## src/rtl/core/tss_ram.sv

```systemverilog
module tss_ram #(
  parameter int unsigned WIDTH = 8,
  parameter int unsigned DEPTH = 64
) (
  input  logic                             clk_i,
  input  logic                             we_i,
  input  logic [$clog2(DEPTH > 1 ? DEPTH : 2)-1:0] waddr_i,
  input  logic [WIDTH-1:0]                 wdata_i,
  input  logic                             re_i,
  input  logic [$clog2(DEPTH > 1 ? DEPTH : 2)-1:0] raddr_i,
  output logic [WIDTH-1:0]                 rdata_o
);
  logic [WIDTH-1:0] mem_q [DEPTH];

  always_ff @(posedge clk_i) begin
    if (we_i) begin
      mem_q[waddr_i] <= wdata_i;
    end
    if (re_i) begin
      rdata_o <= mem_q[raddr_i];
    end
  end
endmodule

```

## config.mk

```make
export PLATFORM = sky130hd
export DESIGN_NAME = tss_ram
export DESIGN_NICKNAME = d
export VERILOG_FILES = /design/src/rtl/core/tss_ram.sv
export SDC_FILE = /design/constraint.sdc
export NUM_CORES = 1
export LEC_CHECK = 0
export BUFFER_PORTS_ARGS = -buffer_cell sky130_fd_sc_hd__buf_2
export CAP_MARGIN = 10
export CORE_ASPECT_RATIO = 0.5
export CORE_UTILIZATION = 40
export CTS_CLUSTER_SIZE = 40
export DETAILED_ROUTE_END_ITERATION = 10
export MAX_ROUTING_LAYER = met4
export SLEW_MARGIN = 20
export SYNTH_ARGS = -nofsm -noshare
export SYNTH_HDL_FRONTEND = slang
export SYNTH_SLANG_ARGS = --single-unit
```

## constraint.sdc

```tcl
create_clock -name clk_i -period 2.1 [get_ports clk_i]
set_input_delay 0.105 -clock clk_i [delete_from_list [all_inputs] [get_ports clk_i]]
set_output_delay 0.105 -clock clk_i [all_outputs]
set_load 0.03 [all_outputs]
```

==> flow_summary.ini, run 1 <==
[run_status]
status = finished clean

[critical_path]
end_kind = flip-flop
arrival_ns = 2.37
start_kind = flip-flop
critPathKind = reg2reg
required_ns = 2.41
cp_max_fo = 1

[timing]
hold_viol = 0
rsz0062_at_grt = no
slew_viol_final = 0
fin_crit_sh_pct = 97.67
tightest_slew_ns = 0.8781
clock.fmax_mhz = 487.5
min_period_ns = 2.051
fin_skew_ns = 0.01705
hold_ws_ns = 0.04905
setup_viol = 0
max_slew_margin_pct = 41.46

[placement]
dp_hpwl_um = 29700
place_area_um2 = 22110
portBuffers = 30
gp_congestion = 0.8354

[detailed_routing]
vias = 9942
wl_um = 45350
viasPerCell = 5.529
drc = 0
drt_iter0_drc = 1072
first_pass_iters = 5
wl_per_cell_um = 25.22
ant_nets = 0

[die]
core_area_um2 = 49210
io_pins = 31
die_area_um2 = 51580
dieWidth_um = 320.2
rows = 57
initial_core_util_pct = 41.14
die_h_um = 161.1

[clock_tree]
htreeDepth = 2
cts_buffer_depth = 3
clk_pin_slew_ns = 0.06
cts_made_buffers = 46
cts_tree = built
cts.sinks = 520
worstSkewPairLatency_ns = 0.57
root_buffer = clkbuf_16

[synth]
synthArstFlopShare_pct = 0
yosysTopAreaCell = edfxtp_1
synth_top_area_share_pct = 77.12
synth_cells = 940
synth_flop_cell = edfxtp_1
postSynthAreaPerCell_um2 = 21.54
synth.distinct_cells = 39
seq_area_frac_synth_pct = 77.12
synthTopCellsByCount = edfxtp_1 (520), mux4_2 (126), nor2_1 (83)
synth_area_um2 = 20250
ys_ff_latch = 520
syn_nets = 963
synth_edf_count = 520
synth_warnings = 0
yosysMostFrequentCell = edfxtp_1
synth_area_leaders = edfxtp_1 (77%), mux4_2 (14%), nor2_1 (1.5%)

[grt]
grt_usage_pct = 18.60
antenna_found_initial = 0
grt-ovfl-total = 0
grt_pass1_vias = 10213
grt_max_degree = 65
grt_pass1_wl_um = 67780

[cells_and_area]
fill_cells = 3973
syn_to_final_growth_pct = 16.91
diodes = 0
post-route-util_pct = 48.10
design_area_um2 = 23670
finalNetCount = 1135
drive_gt1_share_pct = 33.86

[flow_run]
timing.max_cap.violations = 0

[pwr]
leakagePower_nw = 7.619
peakVddDrop_mv = 0.5292
p_per_area_nw_per_um2 = 892.9

[worst_hold_path]
hold_path.class = in2reg
final timing paths:
check / from / end / slack (ns) / cells after the start
setup reg to reg: mem_q[3][1]$_DFFE_PP_ / rdata_o[1]$_DFFE_PP_ / 0.05 / 5
hold reg to reg: mem_q[26][4]$_DFFE_PP_ / rdata_o[4]$_DFFE_PP_ / 0.91 / 3
hold / removal: wdata_i[0] / mem_q[37][0]$_DFFE_PP_ / 0.05 / 2
setup / recovery: mem_q[3][1]$_DFFE_PP_ / rdata_o[1]$_DFFE_PP_ / 0.05 / 5
timing repair:
action / 4_1_cts / 5_1_grt
resized for setup: 5 / 2
hold buffers: 3 / 0
setup buffers: 0 / 0
endpoints found under the hold margin: 30 / 0
pin swaps: 0 / 2
setup endpoints to repair: 3 / 4
layout make-up:
class	instances	area [µm²]	area share (%)
Multi-Input combinational cell	369	4343	18.35
Clock inverter	32	262.8	1.110
Sequential cell	520	15620	65.97
Timing Repair Buffer	175	1398	5.904
Tap cell	649	812.0	3.430
Clock buffer	53	1241	5.243
flip-flops by register name, indices dropped and copies added, names as in the netlist:
signal,flops
rdata_o,8
mem_q,512
cell usage in the layout (no fill, tap or decap), types with 3 or more instances in the layout:
cell type,netlist,routed
edfxtp_1,520,520
buf_4,13,133
mux4_2,126,126
nor2_1,83,81
clkbuf_16,0,49
buf_2,11,27
mux2i_1,23,23
nand2_1,19,19
nor2b_1,14,14
clkinv_2,0,14
mux2_2,13,13
nand3_1,13,13
buf_12,2,11
clkinv_1,0,9
o221ai_1,8,8
o22ai_1,8,8
nand2b_1,7,7
a221oi_1,6,6
nor3_1,7,5
a211oi_1,4,4
bufinv_16,0,4
clkinvlp_4,0,4
clkbuf_1,17,4
nand3b_1,3,3
a21oi_1,3,3
o21ai_1,2,3
a22oi_1,3,3
o2111ai_1,3,3
o2bb2ai_1,3,3
dlygate4sd3_1,0,3
metrics by stage:
stage / TNS (ns) / cells / setup slack, ns / total power [mW]
after detailed placement: -2.320 / 1710 / -0.3958 / 12.95
final: 0 / 1798 / 0.04886 / 21.14
after CTS: 0 / 1798 / 0.02714 / 21.28
after global placement: -2.265 / 1710 / -0.4389 / 12.93
after global routing: 0 / 1798 / 0.006287 / 21.76
after floorplan: 0 / 940 / 0.1887 / 12.39
cell families after synthesis:
logic type / after synthesis / share of synthesized area, %
AOI/OAI and AO/OA: 54 / 2.064
buffers and inverters: 51 / 1.563
DFF: 520 / 77.12
muxes: 162 / 15.88
and+or+nand+nor: 153 / 3.374
worst max-delay path, cell delays in order, from the launching register on:
cell	delay, ns
edfxtp_1	0.36
mux4_2	0.53
mux4_2	0.53
nor2_1	0.14
nor3_1	0.10
o2bb2ai_1	0.14
power by group:
group	total, mW	internal (mW)	leakage, nW	switching (mW)
Combinational	1.20	0.491	2.20	0.709
Clock	8.41	4.74	0.739	3.67
Sequential	11.5	11.5	4.69	0.0253
metal layers:
layer / wire length [µm] / track usage, % / up-vias
met4: 911 / 4.524 / 0
met5: 0 / - / -
met1: 20160 / 26.26 / 5268
met2: 21110 / 28.07 / 328
li1: - / - / 4285
met3: 3168 / 3.549 / 61
Note: power is estimated with default switching activity, not from simulation.
==> run 2, diff against run 1 <==
- clock period: 2.1 -> 1.8 ns (I/O delays scaled with it)
==> run 2 against run 1 <==
The run now ends with setup timing left. Critical endpoint is now rdata_o[4]$_DFFE_PP_. Register-to-register slack worse by 0.24 ns. Largest power group unchanged. Die area stayed put. Clock skew is 0.010 ns lower. Worst hold slack worse by 0.040 ns. Count of clock-buffer cells in the layout is 6 higher. Wire length hardly changed. Clock power is 12% higher. Critical path type unchanged. Sequential power is 17% higher. Global-route usage is 0.052 points lower. Non-clock buffer count is 19 higher.
==> flow_summary.ini, run 2 (same netlist as run 1, synthesis figures left out) <==
[cells_and_area]
fin_cells = 1811
syn_to_final_growth_pct = 18.20
design_area_um2 = 23930
top_regs = mem_q: 512 flops, rdata_o: 8 flops
finalNetCount = 1155
mostFrequentLayoutCells = edfxtp_1 (520), buf_4 (146), mux4_2 (126)
largest_reg_flops = 512
fill_cells = 3957
largest_register = mem_q
drive_gt1_share_pct = 35.20
diodes = 0
mostFrequentLayoutCell = edfxtp_1

[pwr]
cellInternalPower_mw = 19.28
p_per_area_nw_per_um2 = 1016
clockPowerShare_pct = 38.6
leakagePower_nw = 7.735
combPwrFrac_pct = 6.1
p_sw_share_pct = 20.73
peakVddDrop_mv = 0.5619
seqPwrFrac_pct = 55.3
switching_power_mw = 5.041

[critical_path]
cp.depth = 5
max_stage_delay_ns = 0.48
path_delay_family = multiplexers
slowest_stage = mux4_2
path_buf_inv = 0
end_kind = flip-flop
path_cells = mux4_2, mux2_2, o221a_4, nor3_4, o32ai_1
cp_max_fo = 1
required_ns = 2.09
critPathKind = reg2reg
arrival_ns = 2.29
start_kind = flip-flop
reg2reg_depth = 5

[timing]
hold_viol = 0
final.setup.worst_slack_ns = -0.1941
rsz0062_at_grt = yes
fin_crit_sh_pct = 110.8
tightest_slew_ns = 0.7101
setup_viol = 8
min_period_ns = 1.994
fin_skew_ns = 0.006994
slew_viol_final = 0
fin_tns_setup_ns = -1.041
clock.fmax_mhz = 501.5
max_slew_margin_pct = 52.66

[grt]
grt_usage_pct = 18.55
grt_pass1_wl_um = 67630
antenna_found_initial = 0
grt-ovfl-total = 0
grt_pass1_vias = 10290
grt_max_degree = 65

[placement]
dp_hpwl_um = 29390
portBuffers = 30
place_area_um2 = 22400
placed_cells = 1731
gp_congestion = 0.8862

[clock_tree]
htreeDepth = 2
clk_pin_slew_ns = 0.07
cts_tree = built
root_buffer = clkbuf_16
cts.sinks = 520
worstSkewPairLatency_ns = 0.56
cts_made_buffers = 47
cts_buffer_depth = 3

[worst_hold_path]
hold_path_depth = 2
hold_path.class = in2reg

[detailed_routing]
wl_per_cell_um = 25.06
ant_nets = 0
first_pass_iters = 6
wl_um = 45390
vias = 9975
viasPerCell = 5.508
drt_iter0_drc = 1190
drc = 0

[run_status]
failed_checks = setup timing
status = complete, but fails checks

[die]
core_area_um2 = 49210
die_area_um2 = 51580
die_h_um = 161.1
io_pins = 31
initial_core_util_pct = 41.14
rows = 57
dieWidth_um = 320.2

[flow_run]
timing.max_cap.violations = 0
==> run 2: final timing paths <==
| kind | from | endpoint | slack [ns] |
|---|---|---|---|
| setup / recovery | mem_q[16][4]$_DFFE_PP_ | rdata_o[4]$_DFFE_PP_ | -0.19 |
| hold / removal | wdata_i[1] | mem_q[51][1]$_DFFE_PP_ | 0.009 |
| setup reg to reg | mem_q[16][4]$_DFFE_PP_ | rdata_o[4]$_DFFE_PP_ | -0.19 |
| hold reg to reg | mem_q[30][6]$_DFFE_PP_ | rdata_o[6]$_DFFE_PP_ | 0.93 |
==> run 2: worst register-to-register path, delay by kind of cell (launching register included) <==
kind	cells	cell delay, ns
simple gates	1	0.20
compound gates	2	0.39
flops	1	0.37
mux	2	0.76
==> run 2: routing by layer <==
metal,track usage (%),up-vias,share of wire [%]
met4,3.871,0,1.6
li1,-,4310,-
met5,-,-,0
met1,26.01,5274,44
met2,28.66,331,48
met3,3.323,60,6.8
==> run 2: cell type report <==
type / instances / area, µm² / share of cell area, %
Clock buffer: 59 / 1264 / 5.280
Clock inverter: 20 / 145.1 / 0.6065
Tap cell: 649 / 812.0 / 3.393
Multi-Input combinational cell: 369 / 4431 / 18.51
Timing Repair Buffer: 194 / 1665 / 6.959
Sequential cell: 520 / 15620 / 65.25
==> run 2: repair_timing <==
action	4_1_cts	5_1_grt
pin swaps	5	3
endpoints found under the setup margin	8	8
hold buffers	1	0
cloned	0	0
buffers inserted	0	0
gates resized for setup	19	5
hold endpoints to repair	8	0
==> run 2: power groups by stage <==
stage / Combinational, mW / Clock, mW / Sequential, mW
global route: 1.57 / 10.0 / 13.5
finish: 1.48 / 9.39 / 13.5
detailed placement: 1.45 / 0 / 13.7
global placement: 1.42 / 0 / 13.7
floorplan: 0.722 / 0 / 13.7
CTS: 1.49 / 9.59 / 13.5
==> run 2: through the flow <==
step	power (mW)	worst slack [ns]	hold slack [ns]	util, %
2_1_floorplan	14.46	0.004126	0.1889	-
3_3_place_gp	15.14	-0.4864	0.4846	45.53
3_5_place_dp	15.17	-0.5136	0.4865	45.53
4_1_cts	24.53	-0.2045	0.03045	48.57
5_1_grt	25.07	-0.2601	0.01478	48.63
6_report	24.33	-0.1941	0.009174	48.63
