<file path="config.mk">
export PLATFORM = sky130hd
export DESIGN_NAME = tss_div
export DESIGN_NICKNAME = d
export VERILOG_FILES = /design/src/rtl/core/tss_pkg.sv /design/src/rtl/core/tss_div.sv
export SDC_FILE = /design/constraint.sdc
export NUM_CORES = 1
export LEC_CHECK = 0
export BUFFER_PORTS_ARGS = -buffer_cell sky130_fd_sc_hd__buf_2
export CORE_MARGIN = 1.5
export CORE_UTILIZATION = 58
export CTS_BUF_LIST = sky130_fd_sc_hd__clkbuf_4 sky130_fd_sc_hd__clkbuf_8
export DETAILED_ROUTE_END_ITERATION = 8
export GPL_TIMING_DRIVEN = 0
export PLACE_DENSITY_LB_ADDON = 0.05
export REMOVE_ABC_BUFFERS = 1
export SLEW_MARGIN = 25
export SYNTH_ARGS = -nofsm -noshare
export SYNTH_HDL_FRONTEND = slang
export SYNTH_SLANG_ARGS = --single-unit
</file>
<file path="constraint.sdc">
create_clock -name clk_i -period 9.7 [get_ports clk_i]
set_clock_uncertainty 0.1 [all_clocks]
set_input_delay 1.94 -clock clk_i [delete_from_list [all_inputs] [get_ports clk_i]]
set_output_delay 1.94 -clock clk_i [all_outputs]
set_load 0.01 [all_outputs]
</file>
<file path="src/rtl/core/tss_pkg.sv">
package tss_pkg;

  localparam int unsigned TABLE_DEPTH   = 64;
  localparam int unsigned IDX_W         = (TABLE_DEPTH > 1) ? $clog2(TABLE_DEPTH) : 1;
  localparam int unsigned CNT_W         = $clog2(TABLE_DEPTH + 1);
  localparam int unsigned OP_W          = 2;
  localparam int unsigned KIND_W        = 2;
  localparam int unsigned MODE_W        = 2;
  localparam int unsigned PRIO_W        = 8;
  localparam int unsigned BURST_W       = 16;
  localparam int unsigned TIME_W        = 23;
  localparam int unsigned TASK_IDX_W    = 6;
  localparam int unsigned STAT_W        = 30;
  localparam int unsigned FRAC_W        = 8;
  localparam int unsigned SUM_W         = TIME_W + CNT_W;
  localparam int unsigned DIVD_W        = SUM_W + FRAC_W;
  localparam int unsigned CFG_IDX_W     = 1;
  localparam int unsigned CFG_DATA_W    = 16;
  localparam logic [BURST_W-1:0] QUANTUM_RESET = BURST_W'(5);

  typedef enum logic [OP_W-1:0] {
    OP_LOAD  = 2'd0,
    OP_NEXT  = 2'd1,
    OP_CLEAR = 2'd2,
    OP_NONE  = 2'd3
  } op_e;

  typedef enum logic [KIND_W-1:0] {
    KIND_LOAD_OK = 2'd0,
    KIND_SLICE   = 2'd1,
    KIND_STATS   = 2'd2,
    KIND_REJECT  = 2'd3
  } kind_e;

  typedef enum logic [MODE_W-1:0] {
    MODE_SJF  = 2'd0,
    MODE_RR   = 2'd1,
    MODE_PRR  = 2'd2,
    MODE_RSVD = 2'd3
  } mode_e;

  typedef enum logic [CFG_IDX_W-1:0] {
    REG_MODE    = 1'd0,
    REG_QUANTUM = 1'd1
  } cfg_reg_e;

  typedef struct packed {
    logic [PRIO_W-1:0]  prio;
    logic [BURST_W-1:0] burst;
    logic [BURST_W-1:0] remaining;
    logic               started;
    logic [TIME_W-1:0]  first_start;
    logic [TIME_W-1:0]  done_time;
  } entry_t;

  typedef struct packed {
    kind_e                 kind;
    logic [TASK_IDX_W-1:0] task_index;
    logic [TIME_W-1:0]     slice_start;
    logic [TIME_W-1:0]     slice_end;
    logic [STAT_W-1:0]     avg_wait;
    logic [STAT_W-1:0]     avg_resp;
  } result_t;

endpackage

</file>
<file path="src/rtl/core/tss_div.sv">
module tss_div (
  input  logic                       clk_i,
  input  logic                       rst_ni,
  input  logic                       start_i,
  input  logic [tss_pkg::DIVD_W-1:0] dividend_a_i,
  input  logic [tss_pkg::DIVD_W-1:0] dividend_b_i,
  input  logic [tss_pkg::CNT_W-1:0]  divisor_i,
  output logic                       done_o,
  output logic [tss_pkg::DIVD_W-1:0] quot_a_o,
  output logic [tss_pkg::DIVD_W-1:0] quot_b_o
);
  import tss_pkg::*;

  localparam int unsigned STEP_W = $clog2(DIVD_W + 1);

  logic [1:0][DIVD_W-1:0] quot_q, quot_d;
  logic [1:0][CNT_W-1:0]  rem_q, rem_d;
  logic [CNT_W-1:0]       dsr_q, dsr_d;
  logic [STEP_W-1:0]      step_q, step_d;
  logic                   run_q, run_d;
  logic                   done_q, done_d;
  logic [1:0][CNT_W:0]    trial;

  always_comb begin
    quot_d = quot_q;
    rem_d  = rem_q;
    dsr_d  = dsr_q;
    step_d = step_q;
    run_d  = run_q;
    done_d = 1'b0;
    for (int l = 0; l < 2; l++) begin
      trial[l] = {rem_q[l], quot_q[l][DIVD_W-1]};
    end
    if (start_i) begin
      quot_d = {dividend_b_i, dividend_a_i};
      rem_d  = '0;
      dsr_d  = divisor_i;
      step_d = '0;
      run_d  = 1'b1;
    end else if (run_q) begin
      for (int l = 0; l < 2; l++) begin
        if (trial[l] >= {1'b0, dsr_q}) begin
          rem_d[l]  = CNT_W'(trial[l] - {1'b0, dsr_q});
          quot_d[l] = {quot_q[l][DIVD_W-2:0], 1'b1};
        end else begin
          rem_d[l]  = trial[l][CNT_W-1:0];
          quot_d[l] = {quot_q[l][DIVD_W-2:0], 1'b0};
        end
      end
      step_d = step_q + 1'b1;
      if (step_q == STEP_W'(DIVD_W - 1)) begin
        run_d  = 1'b0;
        done_d = 1'b1;
      end
    end
  end

  always_ff @(posedge clk_i or negedge rst_ni) begin
    if (!rst_ni) begin
      run_q  <= 1'b0;
      done_q <= 1'b0;
      step_q <= '0;
    end else begin
      run_q  <= run_d;
      done_q <= done_d;
      step_q <= step_d;
    end
  end

  always_ff @(posedge clk_i) begin
    quot_q <= quot_d;
    rem_q  <= rem_d;
    dsr_q  <= dsr_d;
  end

  assign done_o   = done_q;
  assign quot_a_o = quot_q[0];
  assign quot_b_o = quot_q[1];
endmodule

</file>
==> impl_metrics.xml <==
<?xml version="1.0" encoding="UTF-8"?>
<metrics>
  <group name="status">
    <metric name="status" unit="">complete, but fails checks</metric>
    <metric name="failed_checks" unit="">design-rule violations</metric>
  </group>
  <group name="clocking">
    <metric name="clock_tree_from_tritoncts" unit="">yes</metric>
    <metric name="cts-hold-fix-buffers" unit="">0</metric>
    <metric name="cts_max_level" unit="">3</metric>
    <metric name="cts-root-to-sink-buffers" unit="">2</metric>
    <metric name="root_buffer" unit="">sky130_fd_sc_hd__clkbuf_8</metric>
    <metric name="cts-buffers-inserted" unit="">9</metric>
    <metric name="clock_sink_count" unit="">105</metric>
    <metric name="cts_setup_buffers" unit="">0</metric>
    <metric name="worst_skew_pair.late_latency" unit="ns">0.38</metric>
    <metric name="register_clock_pin_slew_on_the_reported_worst_setup_and_hold_paths" unit="ns">0.11</metric>
    <metric name="postCtsResizedCells" unit="">0</metric>
  </group>
  <group name="worst_setup_path">
    <metric name="ff2ff_setup_slack" unit="ns">7.23</metric>
    <metric name="worstRegToRegCells" unit="">7</metric>
    <metric name="r2r-end" unit="">rem_q[2]</metric>
    <metric name="required_time_at_the_worst_slack_endpoint" unit="ns">9.66</metric>
    <metric name="worst-endpoint-arrival" unit="ns">3.41</metric>
    <metric name="critPathKind" unit="">input pin to flip-flop</metric>
    <metric name="reg2reg_from" unit="">quot_a_o[37]</metric>
    <metric name="timing.critical_path.to_type" unit="">flip-flop</metric>
    <metric name="worst-path-max-fanout" unit="">76</metric>
    <metric name="critPathLaunchType" unit="">input pin</metric>
  </group>
  <group name="drt">
    <metric name="drt-vias-per-instance" unit="">5.66</metric>
    <metric name="wire_length_after_detailed_routing" unit="um">11500</metric>
    <metric name="post_drt_wl_per_cell" unit="um">17.1</metric>
    <metric name="route.antenna.remaining_nets" unit="">0</metric>
    <metric name="drt_pass1_iterations" unit="">6</metric>
    <metric name="drc_errors" unit="">2</metric>
    <metric name="detailroute.via_count" unit="">3798</metric>
    <metric name="detail_route.iter0.violations" unit="">178</metric>
  </group>
  <group name="sta">
    <metric name="max_slew.worst_pin.slew" unit="ns">0.711</metric>
    <metric name="finalHoldViolCount" unit="">0</metric>
    <metric name="timing.setup.tns" unit="ns">0</metric>
    <metric name="report.final.setup_viol" unit="">0</metric>
    <metric name="max_freq" unit="MHz">290</metric>
    <metric name="post-route-min-period" unit="ns">3.44</metric>
    <metric name="setup_repair_after_global_routing_missed_its_margin" unit="">no</metric>
    <metric name="final_min_period_over_clock_period" unit="%">35.5</metric>
    <metric name="timing_max_transition_violations_final" unit="">0</metric>
    <metric name="max_slew_margin" unit="%">52.6</metric>
  </group>
  <group name="logic_synthesis">
    <metric name="yosysMostFrequentCell" unit="">sky130_fd_sc_hd__edfxtp_1</metric>
    <metric name="synthArstFlopShare" unit="%">7.62</metric>
    <metric name="synth_ff_type" unit="">sky130_fd_sc_hd__edfxtp_1</metric>
    <metric name="netlist_instances" unit="">405</metric>
    <metric name="synth.distinct_cells" unit="">55</metric>
    <metric name="postSynthRegisterBits" unit="">105</metric>
    <metric name="number_of_enable_flip_flop_cells_after_synthesis" unit="">83</metric>
    <metric name="synthXorXnorAreaFrac" unit="%">1.31</metric>
    <metric name="yosys-top-cells-area" unit="">sky130_fd_sc_hd__edfxtp_1 47%, sky130_fd_sc_hd__mux2_2 16%, sky130_fd_sc_hd__dfxtp_1 5.3%</metric>
    <metric name="synthesis.yosys.warnings" unit="">0</metric>
    <metric name="synth_commonest_cells" unit="">83 x sky130_fd_sc_hd__edfxtp_1, 74 x sky130_fd_sc_hd__mux2_2, 24 x sky130_fd_sc_hd__nor2_1</metric>
    <metric name="yosysSeqAreaShare" unit="%">55.7</metric>
    <metric name="syn-cell-area" unit="um^2">5340</metric>
    <metric name="synth.top_cell.area_share" unit="%">46.7</metric>
    <metric name="synth_adder_area_share" unit="%">4.50</metric>
    <metric name="synth_compound_area_share" unit="%">9.69</metric>
    <metric name="synth_top_family_by_area" unit="">multiplexers</metric>
    <metric name="yosys.area.top_type" unit="">sky130_fd_sc_hd__edfxtp_1</metric>
    <metric name="post_synth.cell_area_avg" unit="um^2">13.2</metric>
    <metric name="synth.area.mux_share" unit="%">16.0</metric>
    <metric name="synth_simple_gate_area_share" unit="%">9.59</metric>
  </group>
  <group name="die">
    <metric name="placeableCoreArea" unit="um^2">8810</metric>
    <metric name="chipHeight" unit="um">98.9</metric>
    <metric name="die_width" unit="um">98.9</metric>
    <metric name="die_area" unit="um^2">9780</metric>
    <metric name="rows" unit="">34</metric>
    <metric name="starting_density" unit="%">60.6</metric>
    <metric name="top_level_ports" unit="">163</metric>
  </group>
  <group name="power">
    <metric name="power_per_cell_area" unit="nW/um^2">194</metric>
    <metric name="power.total" unit="mW">1.25</metric>
    <metric name="vdd.ir_drop.worst" unit="mV">0.128</metric>
    <metric name="total_leakage_power" unit="nW">2.74</metric>
  </group>
  <group name="global_routing">
    <metric name="via_count_of_the_first_global_routing_pass" unit="">3819</metric>
    <metric name="grt_overflow" unit="">0</metric>
    <metric name="grt.total_usage" unit="%">24.0</metric>
    <metric name="grt_max_degree" unit="">77</metric>
    <metric name="grt_pass1_wl" unit="um">18400</metric>
    <metric name="antenna_found_initial" unit="">0</metric>
  </group>
  <group name="finish">
    <metric name="fin_nets" unit="">662</metric>
    <metric name="stdcell_count" unit="">671</metric>
    <metric name="antenna-diode-count" unit="">0</metric>
    <metric name="drive_gt1_share" unit="%">47.4</metric>
    <metric name="final_area" unit="um^2">6450</metric>
    <metric name="area_delta_synth_final" unit="%">20.9</metric>
  </group>
  <group name="placed_design">
    <metric name="dpl.hpwl" unit="um">8160</metric>
    <metric name="port_buffers" unit="">162</metric>
    <metric name="dpl-instance-area" unit="um^2">6240</metric>
    <metric name="globalplace.congestion" unit="">0.897</metric>
    <metric name="placed_cells" unit="">655</metric>
  </group>
  <group name="hold_path">
    <metric name="hp-start" unit="">rem_q[9]</metric>
    <metric name="min_path_type" unit="">flip-flop to flip-flop</metric>
    <metric name="hold_path_end" unit="">rem_q[9]</metric>
    <metric name="whs_path_depth" unit="">2</metric>
  </group>
  <group name="run">
    <metric name="maxcap_viol_count" unit="">0</metric>
  </group>
</metrics>
cells in the final DEF, fill, tap and decap left out, drive strengths merged, types with 10 or more instances in the layout:
master / n
buf: 164
edfxtp: 83
mux2: 74
nor2: 24
inv: 20
ha: 16
nand2: 15
dfxtp: 14
nor3b: 12
o21ai: 10
cell families (layout without fill, tap and decap cells):
kind of cell / count (synthesis) / after routing
compound gates: 64 / 64
xor+xnor: 8 / 8
fa+ha+maj: 18 / 18
buf+inv: 40 / 198
flops: 105 / 105
mux: 76 / 76
simple gates: 94 / 94
sequential cells by signal (all words and copies together) (netlist names):
register and cells:
dsr_q 7, quot_a_o 38, quot_b_o 38, step_q 6, run_q 1, rem_q 14, done_o 1
critical path: stages:
cell	delay, ns
sky130_fd_sc_hd__buf_6	0.32
sky130_fd_sc_hd__buf_16	0.35
sky130_fd_sc_hd__nor2_1	0.14
sky130_fd_sc_hd__inv_4	0.28
sky130_fd_sc_hd__buf_16	0.30
where the power goes:
group	internal, mW	switching [mW]	leakage [nW]	total [mW]
clock network	0.104	0.175	0.100	0.278
registers	0.554	0.0369	1.09	0.591
logic	0.182	0.200	1.54	0.381
total	0.840	0.411	2.74	1.25
how the worst max path moves through the flow:
| stage | to | slack, ns | from | cells past startpoint |
|---|---|---|---|---|
| 2_1_floorplan | quot_a_o[0] | 5.67 | start_i | 2 |
| 3_3_place_gp | quot_a_o[23] | 3.19 | start_i | 3 |
| 3_5_place_dp | quot_a_o[23] | 5.85 | start_i | 5 |
| 4_1_cts | quot_a_o[5] | 6.25 | start_i | 5 |
| 5_1_grt | quot_a_o[21] | 6.13 | start_i | 5 |
| 6_report | quot_a_o[0] | 6.26 | start_i | 5 |
metrics by stage:
stage	util [%]	worst slack [ns]	hold slack, ns
CTS	73.3	6.25	0.424
global placement	70.2	3.19	0.408
floorplan	-	5.67	0.372
detailed placement	70.9	5.85	0.409
global route	73.3	6.13	0.457
finish	73.3	6.26	0.420
final cells by class:
| class | count | area [um^2] |
|---|---|---|
| clock buffers | 9 | 124 |
| clock inverters | 7 | 85.1 |
| fillers | 637 | 2350 |
| inverters | 18 | 70.1 |
| multi-input cells | 260 | 2190 |
| flip-flops and latches | 105 | 2970 |
| well taps | 108 | 135 |
| repair buffers | 164 | 872 |
metal layers:
layer / share of wire (%) / global-route usage, %
met1: 42 / 29.5
met2: 50 / 40.3
met3: 6.8 / 8.01
met4: 1.9 / 7.25
met5: 0 / 0
No activity file was read; power rests on OpenSTA's default activity.
